**src/design/setq_pkg.sv**
```systemverilog
// ----------------------------------------------------------------------------
// Sorted event timer queue package
// Sizes, field widths, codes and shared types of the timer queue.
// ----------------------------------------------------------------------------
package setq_pkg;

  localparam int QUEUE_DEPTH = 16;
  localparam int TAG_WIDTH   = 16;
  localparam int IDX_W       = $clog2(QUEUE_DEPTH);
  localparam int CNT_W       = $clog2(QUEUE_DEPTH + 1);

  localparam int W_OP     = 2;
  localparam int W_NOW_S  = 31;
  localparam int W_HOUR   = 5;
  localparam int W_MINSEC = 6;
  localparam int W_TGT    = 6;
  localparam int W_TAG    = 16;
  localparam int W_POS    = 8;
  localparam int W_STATUS = 3;
  localparam int W_TIME   = 32;
  localparam int W_COUNT  = 5;

  localparam int SEC_PER_HOUR  = 3600;
  localparam int SEC_PER_MIN   = 60;
  localparam int HOURS_PER_DAY = 24;
  localparam int MIN_PER_HOUR  = 60;
  localparam int MAX_HOUR      = 23;
  localparam int MAX_MINUTE    = 59;
  localparam int PM_HOURS      = 12;

  localparam logic [W_OP-1:0] OP_INSERT = 2'd0;
  localparam logic [W_OP-1:0] OP_REMOVE = 2'd1;
  localparam logic [W_OP-1:0] OP_TICK   = 2'd2;

  typedef enum logic [W_STATUS-1:0] {
    ST_OK       = 3'd0,
    ST_BAD_TIME = 3'd1,
    ST_REL_PM   = 3'd2,
    ST_FULL     = 3'd3,
    ST_EMPTY    = 3'd4,
    ST_ZERO_POS = 3'd5,
    ST_BAD_POS  = 3'd6
  } status_t;

  typedef logic [TAG_WIDTH-1:0] tag_t;
  typedef logic [IDX_W-1:0]     idx_t;

  typedef struct packed {
    logic [W_TIME-1:0] due;
    tag_t              tag;
  } entry_t;

  typedef struct packed {
    logic                we;
    idx_t                waddr;
    entry_t              wdata;
    logic                re;
    idx_t                raddr;
  } store_req_t;

  typedef struct packed {
    logic [W_NOW_S-1:0]  now_seconds;
    logic [W_HOUR-1:0]   now_hour;
    logic [W_MINSEC-1:0] now_minute;
    logic [W_MINSEC-1:0] now_second;
    logic [W_TGT-1:0]    target_hour;
    logic [W_TGT-1:0]    target_minute;
    logic                pm_flag;
    logic                relative_flag;
  } calc_req_t;

endpackage

```
**src/design/setq_due_calc.sv**
```systemverilog
// ----------------------------------------------------------------------------
// Sorted event timer queue due time unit
// Three-stage pipe turning an hour:minute target into a due second.
// ----------------------------------------------------------------------------
module setq_due_calc import setq_pkg::*; (
  input  logic              clk,
  input  logic              rst,
  input  logic              start,
  input  calc_req_t         calc,
  output logic              done,
  output logic [W_TIME-1:0] due
);

  logic                     v1, v2, v3;
  logic signed [7:0]        dh, dm;
  logic signed [7:0]        dh_next, dm_next;
  logic [W_TIME-1:0]        base, base2;
  logic [W_TIME-1:0]        hsec, msec;

  logic [W_TGT-1:0]         hr6;
  logic signed [7:0]        hr_s, nh_s, mi_s, nm_s, dh0, dh1, dh2, dm0;

  always_comb begin
    hr6  = calc.pm_flag ? calc.target_hour + W_TGT'(PM_HOURS) : calc.target_hour;
    hr_s = signed'({2'b00, hr6});
    nh_s = signed'({3'b000, calc.now_hour});
    mi_s = signed'({2'b00, calc.target_minute});
    nm_s = signed'({2'b00, calc.now_minute});
    dh0  = hr_s - nh_s;
    dh1  = (dh0 < 8'sd0) ? dh0 + 8'(HOURS_PER_DAY) : dh0;
    dm0  = mi_s - nm_s;
    dh2  = dh1;
    dm_next = dm0;
    if (dm0 < 8'sd0) begin
      dm_next = dm0 + 8'(MIN_PER_HOUR);
      dh2     = dh1 - 8'sd1;
      if (dh2 < 8'sd0) begin
        dh2 = 8'(MAX_HOUR);
      end
    end
    dh_next = dh2;
    if (calc.relative_flag) begin
      dh_next = hr_s;
      dm_next = mi_s;
    end
  end

  always_ff @(posedge clk) begin
    if (rst) begin
      v1 <= 1'b0;
      v2 <= 1'b0;
      v3 <= 1'b0;
    end else begin
      v1 <= start;
      v2 <= v1;
      v3 <= v2;
    end
  end

  always_ff @(posedge clk) begin
    if (start) begin
      dh   <= dh_next;
      dm   <= dm_next;
      base <= W_TIME'(calc.now_seconds) - W_TIME'(calc.now_second);
    end
    if (v1) begin
      hsec  <= W_TIME'(32'(dh) * 32'(SEC_PER_HOUR));
      msec  <= W_TIME'(32'(dm) * 32'(SEC_PER_MIN));
      base2 <= base;
    end
    if (v2) begin
      due <= base2 + hsec + msec;
    end
  end

  assign done = v3;

endmodule

```
**config.mk**
```make
export PLATFORM = sky130hd
export DESIGN_NAME = setq_due_calc
export DESIGN_NICKNAME = d
export VERILOG_FILES = /design/src/design/setq_pkg.sv /design/src/design/setq_due_calc.sv
export SDC_FILE = /design/constraint.sdc
export NUM_CORES = 1
export LEC_CHECK = 0
export BUFFER_PORTS_ARGS = -buffer_cell sky130_fd_sc_hd__buf_2
export CORE_MARGIN = 8
export CORE_UTILIZATION = 55
export DETAILED_ROUTE_END_ITERATION = 10
export PLACE_DENSITY = 0.83
export SLEW_MARGIN = 20
export SYNTH_ARGS = -nofsm -noshare
export SYNTH_HDL_FRONTEND = slang
export SYNTH_SLANG_ARGS = --single-unit
```
**constraint.sdc**
```tcl
create_clock -name clk -period 8.47 [get_ports clk]
set_clock_uncertainty 0.05 [all_clocks]
set_input_delay 0.4235 -clock clk [delete_from_list [all_inputs] [get_ports clk]]
set_output_delay 0.4235 -clock clk [all_outputs]
set_load 0.02 [all_outputs]
```
==> run metrics <==
crit path cell chain=inv_1 -> fa_1 -> inv_1 -> ha_1 -> inv_1 -> fa_1 -> fa_1 -> inv_1 -> ha_1 -> a21oi_1 -> o21bai_1 -> a21oi_1 -> o21bai_1 -> a21oi_1 -> o21bai_1 -> a21oi_1 -> xnor2_1; Die H=about 150 µm; total gr overflow=0; Power Density=341 nW/µm²; Die Width=150 µm; Fill cells=approximately 1300; CTS root buf=clkbuf_16; nets@finish=about 1200; clk buf depth=2; routed len/inst=approximately 16 µm; post-DP HPWL=~15000 µm; Synth async-reset ratio=0%; final hold viol count=0; R2R Path Start=dh[2]$_DFFE_PP_; Max VDD drop=between 200 and 250 µV; crit-path max FO=4; vias in the first global route=6675; initial DRC count=between 400 and 500; Final period util=50.6%; status=finished clean; max incr delay on CP=roughly 540 ps; clock latency reported for the late side of the worst-skew pair=between 400 and 500 ps; Setup Fix Bufs, Post-CTS=0; Setup-failing EPs final=0; Worst Hold Depth=2; #FFs+latches synth=145; worst min path class=input pin to flop; CTS H-tree lvls=4; dpl cell area=between 10000 and 15000 µm²; post-synthesis cell count=838; CTS sink cnt=145; I/O Buffers=a little under 100; P_sw=roughly 1400 µW; Worst-path clk slew=~60 ps; Worst EP required=approximately 8600 ps; first-pass GRT wire length=a little over 30000 µm; initial core utilization=between 50% and 60%; Final Cell Area=between 10000 and 15000 µm²; layout cells sized above 1=~16%; reg2reg setup slack=4180 ps; Comb pwr share=around half; Area Growth Syn to Fin=14.1%; post-synth top area cell=edfxtp_1; RSZ-0062 raised after global routing=no; min cycle time layout=4290 ps; Synth warnings=0; crit start category=flop; die area=22500 µm²; core footprint=17800 µm²; Arrival @ worst endpoint=about 4400 ps; drt drc=0; distinct cell type count after synthesis=76; internal power=about 2400 µW; pin slew with the least headroom to its limit=~930 ps; sw frac=between 30% and 40%; min-delay src=rst; Buf/Inv on CP=4; Inserted Clock Buffers=17; initial antenna violation count=0; Max stage delay cell, worst path=fa_1; RR Endpoint=hsec[30]$_DFFE_PP_; Max Cap Viol=0; num rows=49; Slew headroom=38.2%; CTS-repair resized insts=0; critical path endpoint category=flop; Max Clk Rate=approximately 230 MHz; via/cell ratio=around 5.4; Yosys top cell area share=a little over two fifths; total power=about 3800 µW; via count=between 6000 and 7000; Syn Area/Cell=11.8 µm²; final WL=between 15000 and 20000 µm; Ports=between 90 and 100; fin util=between 60% and 70%; syn_nets=1060; share of power burned in registers=29.1%; top cells by area, synth=edfxtp_1, ha_1, fa_1, xnor2_1, inv_1; ys flop type=edfxtp_1; Worst Reg-to-Reg Cells=17; Synth Cell Area=approximately 10000 µm²; CTS tree=built; Final ANT Viol Nets=0; fin. max-slew vios=0; Placer Congestion=0.868; largest net degree at the start of global routing=50; Clk network pwr share=between 20% and 30%; Hold Buf Count CTS=0; EDFF count, synth=between 100 and 150; leakage=~0.0048 µW; first-pass iteration count of the detailed router=7; sink of the worst hold path=v1$_SDFF_PP0_; setup_tns=0 ps; family with the most delay on the worst path=adder cells; GRT Util Overall=17.5%; post-synthesis sequential area ratio=between 40% and 50%; critical path class=flop to flop
==> per-stage QoR <==
step / setup WS [ps] / hold WS [ps] / std cells
2_1_floorplan: 4430 / 350 / 838
3_3_place_gp: 4280 / 350 / 1160
3_5_place_dp: 4220 / 355 / 1160
4_1_cts: 4160 / 114 / 1191
5_1_grt: 3880 / 134 / 1191
6_report: 4180 / 138 / 1194
==> registers in the layout, summed over array words and instances, names as in the netlist <==
signal	cells
base2	32
base	32
due	32
hsec	17
msec	13
dh	8
dm	8
done	1
v1	1
v2	1
==> layout make-up <==
type                       count  area (µm²)  share of cell area [%]
antenna                        3        7.51                  0.0667
clock buffer                  20         437                    3.88
clock inverter                11         188                    1.67
inverter                     112         420                    3.73
multi-input combinational    575        5090                    45.2
sequential                   145        4330                    38.4
tap                          229         287                    2.55
timing repair buffer          99         503                    4.47
==> logic make-up after synthesis <==
logic type | count (synthesis) | synth area share (%)
fa+ha+maj | 157 | 24.0
mux | 4 | 0.419
buf+inv | 118 | 4.55
simple gates | 172 | 8.78
xor+xnor | 85 | 7.76
compound gates | 157 | 10.7
flops | 145 | 43.8
==> worst reg2reg max path: stages, from the launching register on <==
cell and delay (ps):
edfxtp_1 400, inv_1 90, fa_1 530, inv_1 40, ha_1 260, inv_1 50
fa_1 500, fa_1 540, inv_1 40, ha_1 320, a21oi_1 210, o21bai_1 90
a21oi_1 220, o21bai_1 90, a21oi_1 250, o21bai_1 90, a21oi_1 170, xnor2_1 70
==> routing by layer <==
metal,part of all wire (%),vias to the layer above,track usage [%]
li1,-,3198,-
met3,6.8,31,4.35
met5,0,-,0
met1,41,3102,20.8
met4,2.0,0,6.20
met2,50,169,30.3
==> power by group through the flow <==
stage               clock [µW]  sequential [µW]  combinational, µW
floorplan                    0             1150               1460
global placement             0             1130               1820
detailed placement           0             1130               1890
CTS                        804             1120               1930
global route               831             1130               2170
finish                     790             1120               1930
==> Yosys cell counts (all sizes together) (4+ instances only) <==
master	instances
edfxtp	142
inv	111
ha	104
fa	53
xnor2	52
nor2	51
a21oi	47
nand2	41
o21ai	36
xor2	32
nor3	19
o21bai	15
nand3	12
nor2b	11
nand2b	8
a21o	7
a31oi	7
o31ai	7
a211oi	6
nor4	6
a21boi	5
o211ai	5
and3	4
clkbuf	4
or3	4
==> cell usage in the layout (no fill, tap or decap), drive strengths merged, types with 5 or more instances in the layout <==
cell type,synthesis,layout
edfxtp,142,142
inv,111,111
ha,104,104
buf,2,99
fa,53,53
xnor2,52,52
nor2,51,51
a21oi,47,47
nand2,41,41
o21ai,36,36
xor2,32,32
clkbuf,4,20
nor3,19,19
o21bai,15,15
nand3,12,12
nor2b,11,11
nand2b,8,8
a21o,7,7
a31oi,7,7
o31ai,7,7
nor4,6,6
a211oi,6,6
bufinv,0,5
o211ai,5,5
a21boi,5,5
clkinv,1,5
==> how the worst max path moves through the flow <==
stage,from,endpoint,cells past startpoint
finish,dh[2]$_DFFE_PP_,hsec[30]$_DFFE_PP_,17
global route,dh[2]$_DFFE_PP_,hsec[30]$_DFFE_PP_,17
CTS,dh[2]$_DFFE_PP_,hsec[30]$_DFFE_PP_,17
detailed placement,dh[2]$_DFFE_PP_,hsec[30]$_DFFE_PP_,17
global placement,dh[2]$_DFFE_PP_,hsec[30]$_DFFE_PP_,17
floorplan,dh[2]$_DFFE_PP_,hsec[30]$_DFFE_PP_,17
Power figures use the tool's default switching activity.
