==> config.mk <==
export PLATFORM = sky130hd
export DESIGN_NAME = setq_store
export DESIGN_NICKNAME = d
export VERILOG_FILES = /design/src/design/setq_pkg.sv /design/src/design/setq_store.sv
export SDC_FILE = /design/constraint.sdc
export NUM_CORES = 1
export LEC_CHECK = 0
export BUFFER_PORTS_ARGS = -buffer_cell sky130_fd_sc_hd__buf_2
export CORE_MARGIN = 3
export CORE_UTILIZATION = 46
export CTS_CLUSTER_SIZE = 20
export DETAILED_ROUTE_END_ITERATION = 6
export GPL_ROUTABILITY_DRIVEN = 0
export PLACE_DENSITY_LB_ADDON = 0.1
export SYNTH_ARGS = -nofsm -noshare
export SYNTH_HDL_FRONTEND = slang
export SYNTH_SLANG_ARGS = --single-unit
==> constraint.sdc <==
create_clock -name clk -period 8.3 [get_ports clk]
set_input_delay 1.66 -clock clk [delete_from_list [all_inputs] [get_ports clk]]
set_output_delay 1.66 -clock clk [all_outputs]
set_load 0.05 [all_outputs]
==> src/design/setq_pkg.sv <==
// ----------------------------------------------------------------------------
// Sorted event timer queue package
// Sizes, field widths, codes and shared types of the timer queue.
// ----------------------------------------------------------------------------
package setq_pkg;

  localparam int QUEUE_DEPTH = 16;
  localparam int TAG_WIDTH   = 16;
  localparam int IDX_W       = $clog2(QUEUE_DEPTH);
  localparam int CNT_W       = $clog2(QUEUE_DEPTH + 1);

  localparam int W_OP     = 2;
  localparam int W_NOW_S  = 31;
  localparam int W_HOUR   = 5;
  localparam int W_MINSEC = 6;
  localparam int W_TGT    = 6;
  localparam int W_TAG    = 16;
  localparam int W_POS    = 8;
  localparam int W_STATUS = 3;
  localparam int W_TIME   = 32;
  localparam int W_COUNT  = 5;

  localparam int SEC_PER_HOUR  = 3600;
  localparam int SEC_PER_MIN   = 60;
  localparam int HOURS_PER_DAY = 24;
  localparam int MIN_PER_HOUR  = 60;
  localparam int MAX_HOUR      = 23;
  localparam int MAX_MINUTE    = 59;
  localparam int PM_HOURS      = 12;

  localparam logic [W_OP-1:0] OP_INSERT = 2'd0;
  localparam logic [W_OP-1:0] OP_REMOVE = 2'd1;
  localparam logic [W_OP-1:0] OP_TICK   = 2'd2;

  typedef enum logic [W_STATUS-1:0] {
    ST_OK       = 3'd0,
    ST_BAD_TIME = 3'd1,
    ST_REL_PM   = 3'd2,
    ST_FULL     = 3'd3,
    ST_EMPTY    = 3'd4,
    ST_ZERO_POS = 3'd5,
    ST_BAD_POS  = 3'd6
  } status_t;

  typedef logic [TAG_WIDTH-1:0] tag_t;
  typedef logic [IDX_W-1:0]     idx_t;

  typedef struct packed {
    logic [W_TIME-1:0] due;
    tag_t              tag;
  } entry_t;

  typedef struct packed {
    logic                we;
    idx_t                waddr;
    entry_t              wdata;
    logic                re;
    idx_t                raddr;
  } store_req_t;

  typedef struct packed {
    logic [W_NOW_S-1:0]  now_seconds;
    logic [W_HOUR-1:0]   now_hour;
    logic [W_MINSEC-1:0] now_minute;
    logic [W_MINSEC-1:0] now_second;
    logic [W_TGT-1:0]    target_hour;
    logic [W_TGT-1:0]    target_minute;
    logic                pm_flag;
    logic                relative_flag;
  } calc_req_t;

endpackage

==> src/design/setq_store.sv <==
// ----------------------------------------------------------------------------
// Sorted event timer queue entry store
// One-write one-read entry memory with a registered read and a head copy.
// ----------------------------------------------------------------------------
module setq_store import setq_pkg::*; (
  input  logic       clk,
  input  store_req_t req,
  output entry_t     rd_data,
  output entry_t     head
);

  entry_t mem [QUEUE_DEPTH];

  always_ff @(posedge clk) begin
    if (req.we) begin
      mem[req.waddr] <= req.wdata;
    end
    if (req.re) begin
      rd_data <= mem[req.raddr];
    end
    if (req.we && req.waddr == '0) begin
      head <= req.wdata;
    end
  end

endmodule

==> flow_metrics.env, run 1 <==
export IMPL_min_delay_start="mem[12][44]$_DFFE_PP_"
export IMPL_synth_area_leaders="edfxtp_1 81%, mux4_2 14%, a22oi_1 2.4%, nand2_1 0.61%, buf_4 0.45%"
export IMPL_grt_pass1_vias=14300
export IMPL_grtUsageTotal=0.194
export IMPL_worstSkewPairLatency_ps=610
export IMPL_hold_path_end="rd_data[44]$_DFFE_PP_"
export IMPL_synth_cells=1242
export IMPL_htreeDepth=3
export IMPL_min_period_ps=3730
export IMPL_clock_skew_ps=14.3
export IMPL_drv_cap=0
export IMPL_cts_setup_buffers=0
export IMPL_synth_flop_cell="edfxtp_1"
export IMPL_wl_per_cell_um=27.8
export IMPL_cts_resized=0
export IMPL_final_layout_size_suffix_gt1_frac=0.332
export IMPL_synth_seq_area_share=0.812
export IMPL_fill_cells=5044
export IMPL_fin_ws_ps=4570
export IMPL_status="complete, no violations"
export IMPL_worstSetupEndpointType="flop"
export IMPL_ctsHoldBuffers=0
export IMPL_yosys_warnings=0
export IMPL_design_area_mm2=0.0346
export IMPL_syn_num_nets=1301
export IMPL_first_pass_iters=5
export IMPL_routed_wl_mm=65.4
export IMPL_clock_sinks=816
export IMPL_cts_clk_slew_worst_paths_ps=60
export IMPL_cp_start_kind="input pin"
export IMPL_antenna_found_initial=1
export IMPL_timing_fmax_mhz=268
export IMPL_critPathKind="input pin to flop"
export IMPL_clock_root_buffer="clkbuf_16"
export IMPL_synth_cell_types=16
export IMPL_grt_ovfl_total=0
export IMPL_netlist_area_mm2=0.0302
export IMPL_die_h_um=262
export IMPL_clockBufferDepth=3
export IMPL_max_slew_margin=0.310
export IMPL_coreArea_mm2=0.0647
export IMPL_ys_ff_latch=816
export IMPL_areaGrowthSynthToFinish_pct=14.6
export IMPL_min_path_cells=3
export IMPL_drc=0
export IMPL_dr_total_vias=13700
export IMPL_die_area_mm2=0.0687
export IMPL_slew_viol_final=0
export IMPL_rrSetupSlack_ps=6760
export IMPL_rsz0062_at_grt="false"
export IMPL_r2r_cells=3
export IMPL_final_hold_viol_count=0
export IMPL_setup_viol=0
export IMPL_grt_pass1_wl_mm=96.4
export IMPL_min_period_over_period=0.450
export IMPL_rr_endpoint="rd_data[12]$_DFFE_PP_"
export IMPL_power_density_mw_per_mm2=250
export IMPL_worstPathRequired_ps=8650
export IMPL_dp_hpwl_mm=29.9
export IMPL_crit_fanout=70
export IMPL_irDropWorstVdd_v=0.000131
export IMPL_yosysTopAreaCellShare=0.812
export IMPL_synth_common_cells="816 x edfxtp_1, 192 x mux4_2, 96 x a22oi_1"
export IMPL_r2r_start="mem[11][12]$_DFFE_PP_"
export IMPL_synth_area_per_cell_um2=24.3
export IMPL_min_path_type="flop to flop"
export IMPL_synth_edff_count=816
export IMPL_cts_tree="built"
export IMPL_pre_cts_ws_ps=3830
export IMPL_grt_max_degree=109
export IMPL_hold_ws_ps=746
export IMPL_initial_core_util=0.466
export IMPL_port_buffers=154
export IMPL_die_w_um=262
export IMPL_fin_nets=1500
export IMPL_io_pins=155
export IMPL_crit_arrival_ps=4080
export IMPL_cts_buffers=83
export IMPL_tns_ps=0
export IMPL_drt_initial_drc_count=1099
export IMPL_leakage_nw=11.1
export IMPL_worstMarginPinSlew_ps=1030
export IMPL_detail_route_antenna_nets=0
export IMPL_viasPerCell=5.83
export IMPL_synth_area_leader_cell="edfxtp_1"
export IMPL_row_count=93
export IMPL_yosysMostFrequentCell="edfxtp_1"
export IMPL_synthArstFlopShare=0
export IMPL_placed_area_mm2=0.0321
flip-flops by register name, summed over array words and instances (netlist names):
name,cells
rd_data,48
mem,736
head,32
power breakdown:
group          switching, W  total [W]  internal [W]
Combinational      0.000315   0.000472      0.000157
Sequential        0.0000274    0.00467       0.00464
Clock               0.00147    0.00350       0.00202
Total               0.00181    0.00864       0.00682
routing by layer:
layer  wire, um  GRT usage  vias to the layer above
met4       1110     0.0518                        0
met3       3360     0.0297                       85
li1           -          -                     5760
met1      29000      0.281                     7522
met2      32000      0.313                      368
met5          0          0                        -
worst max-delay path by stage:
stage	cells past startpoint	from	endpoint	slack (ps)
after floorplan	2	req[55]	head[0]$_DFFE_PP_	2340
after global placement	5	req[0]	rd_data[27]$_DFFE_PP_	3860
after detailed placement	5	req[0]	rd_data[27]$_DFFE_PP_	3830
after CTS	5	req[0]	rd_data[27]$_DFFE_PP_	4500
after global routing	5	req[0]	rd_data[25]$_DFFE_PP_	4330
final	5	req[0]	rd_data[17]$_DFFE_PP_	4570
through the flow:
step	instances	power, W	utilization
after CTS	2356	0.00875	0.535
after global routing	2356	0.00894	0.535
after global placement	2211	0.00523	0.495
final	2357	0.00864	0.535
after detailed placement	2211	0.00524	0.495
after floorplan	1242	0.00506	-
cell usage in the layout, fill, tap and decap left out, types with 4 or more instances in the layout:
master | synthesis | routed
clkbuf_16 | 0 | 87
nor3_2 | 0 | 4
buf_4 | 18 | 21
a22oi_1 | 96 | 96
mux4_2 | 192 | 192
edfxtp_1 | 816 | 816
bufinv_16 | 0 | 4
nand2_1 | 49 | 49
clkinv_2 | 0 | 14
nor2_4 | 0 | 13
clkinv_1 | 0 | 22
clkbuf_1 | 28 | 15
buf_2 | 8 | 152
cell families (layout without fill, tap and decap cells):
logic type / Yosys count / after routing / synth area share
AND/OR/NAND/NOR: 75 / 75 / 0.0104
other: 0 / 1 / 0
flip-flops: 816 / 816 / 0.812
AO/OA/AOI/OAI: 96 / 96 / 0.0239
multiplexers: 192 / 192 / 0.143
buffers and inverters: 63 / 322 / 0.0104
critical path: stages:
cell,delay [ps]
buf_8,620
buf_4,780
mux4_2,600
a22oi_1,220
nand2_1,90
final cells by class:
class / instances / area, um2 / share of cell area
multi-input cells: 363 / 5490 / 0.159
well taps: 855 / 1070 / 0.0309
repair buffers: 177 / 987 / 0.0285
clock buffers: 102 / 2230 / 0.0646
clock inverters: 43 / 297 / 0.00857
flip-flops and latches: 816 / 24500 / 0.708
diodes: 1 / 2.50 / 0.0000724
(Power assumes the default switching activity.)
==> run 2, diff against run 1 <==
==> constraint.sdc (replaced) <==
create_clock -name clk -period 3.6 [get_ports clk]
set_input_delay 0.72 -clock clk [delete_from_list [all_inputs] [get_ports clk]]
set_output_delay 0.72 -clock clk [all_outputs]
set_load 0.05 [all_outputs]
==> flow_metrics.env, run 2 (synthesized netlist as in run 1, its figures left out) <==
export IMPL_cts_setup_buffers=0
export IMPL_crit_fanout=1
export IMPL_switchingPower_w=0.00423
export IMPL_status="complete, no violations"
export IMPL_timing_fmax_mhz=480
export IMPL_areaGrowthSynthToFinish_pct=16.0
export IMPL_port_buffers=154
export IMPL_final_hold_viol_count=0
export IMPL_worstPathRequired_ps=2880
export IMPL_crit_arrival_ps=1360
export IMPL_slew_viol_final=0
export IMPL_placed_area_mm2=0.0325
export IMPL_clockBufferDepth=3
export IMPL_antenna_found_initial=2
export IMPL_cts_resized=0
export IMPL_dp_hpwl_mm=33.8
export IMPL_r2r_start="mem[11][1]$_DFFE_PP_"
export IMPL_row_count=93
export IMPL_power_density_mw_per_mm2=564
export IMPL_min_period_over_period=0.579
export IMPL_switching_share=0.214
export IMPL_fin_util=0.541
export IMPL_cpPeakStageDelay_ps=450
export IMPL_cp_start_kind="flop"
export IMPL_cts_clk_slew_worst_paths_ps=60
export IMPL_design_area_mm2=0.0350
export IMPL_dr_total_vias=13800
export IMPL_p_total_w=0.0197
export IMPL_irDropWorstVdd_v=0.000335
export IMPL_final_common_cell="edfxtp_1"
export IMPL_final_cell_mix="816 x edfxtp_1, 192 x mux4_2, 152 x buf_2, 96 x a22oi_1, 87 x clkbuf_16"
export IMPL_setup_viol=0
export IMPL_worstSkewPairLatency_ps=610
export IMPL_worstMarginPinSlew_ps=958
export IMPL_clock_skew_ps=12.2
export IMPL_critPathKind="flop to output port"
export IMPL_min_path_type="input pin to flop"
export IMPL_grt_pass1_wl_mm=98.9
export IMPL_routed_wl_mm=66.8
export IMPL_clock_root_buffer="clkbuf_16"
export IMPL_fill_cells=4982
export IMPL_p_int_w=0.0155
export IMPL_htreeDepth=3
export IMPL_cts_tree="built"
export IMPL_min_period_ps=2080
export IMPL_pwr_share_seq=0.546
export IMPL_reg_top3="mem (736), rd_data (48), head (32)"
export IMPL_crit_buf_inv=1
export IMPL_min_delay_start="req[12]"
export IMPL_rsz0062_at_grt="false"
export IMPL_die_w_um=262
export IMPL_viasPerCell=5.79
export IMPL_grt_pass1_vias=14600
export IMPL_ctsHoldBuffers=0
export IMPL_grtUsageTotal=0.200
export IMPL_fin_nets=1523
export IMPL_die_h_um=262
export IMPL_rrSetupSlack_ps=2090
export IMPL_largest_reg_flops=736
export IMPL_cts_buffers=85
export IMPL_crit_family="flip-flops"
export IMPL_drt_initial_drc_count=1258
export IMPL_leakage_nw=11.2
export IMPL_slowest_stage="edfxtp_1"
export IMPL_coreArea_mm2=0.0647
export IMPL_cp_cell_sequence="buf_2"
export IMPL_detail_route_antenna_nets=0
export IMPL_final_layout_size_suffix_gt1_frac=0.337
export IMPL_worstSetupEndpointType="output port"
export IMPL_drc=0
export IMPL_max_slew_margin=0.362
export IMPL_die_area_mm2=0.0687
export IMPL_grt_max_degree=54
export IMPL_combPwrFrac=0.057
export IMPL_io_pins=155
export IMPL_clock_sinks=816
export IMPL_largest_register="mem"
export IMPL_clkPwrFrac=0.397
export IMPL_crit_path_start="rd_data[44]$_DFFE_PP_"
export IMPL_first_pass_iters=7
export IMPL_initial_core_util=0.466
export IMPL_wl_per_cell_um=28.0
export IMPL_drv_cap=0
export IMPL_grt_ovfl_total=0
run 2: layer usage:
layer	track usage	vias to the layer above	share of wire
met5	0	-	0
met4	0.0513	0	0.017
met1	0.292	7584	0.45
li1	-	5818	-
met2	0.322	345	0.49
met3	0.0277	75	0.046
run 2: power by group through the flow:
stage,registers [W],logic (W),clock network (W)
after global routing,0.0108,0.00122,0.00843
after global placement,0.0110,0.00114,0
final,0.0108,0.00113,0.00784
after floorplan,0.0112,0.000506,0
after detailed placement,0.0110,0.00115,0
after CTS,0.0108,0.00115,0.00807
run 2: cell type report:
type,count,area (um2),area share
Multi-Input combinational cell,363,5520,0.158
Tap cell,855,1070,0.0306
Timing Repair Buffer,198,1430,0.0409
Sequential cell,816,24500,0.700
Clock buffer,107,2250,0.0644
Clock inverter,45,211,0.00604
Antenna cell,2,5.00,0.000143
run 2: worst paths after layout:
path,end,cells after the start
worst max-delay path,rd_data[44],1
worst min-delay path,head[7]$_DFFE_PP_,1
worst max register to register,rd_data[1]$_DFFE_PP_,3
worst min register to register,rd_data[39]$_DFFE_PP_,3
run 2: metrics by stage:
| stage | setup WS (ps) | TNS (ps) | hold WS (ps) | std cells |
|---|---|---|---|---|
| global route | 1450 | 0 | 472 | 2384 |
| detailed placement | 940 | 0 | 732 | 2232 |
| finish | 1520 | 0 | 484 | 2386 |
| floorplan | -121 | -17450 | 710 | 1242 |
| global placement | 922 | 0 | 725 | 2232 |
| CTS | 1470 | 0 | 443 | 2384 |
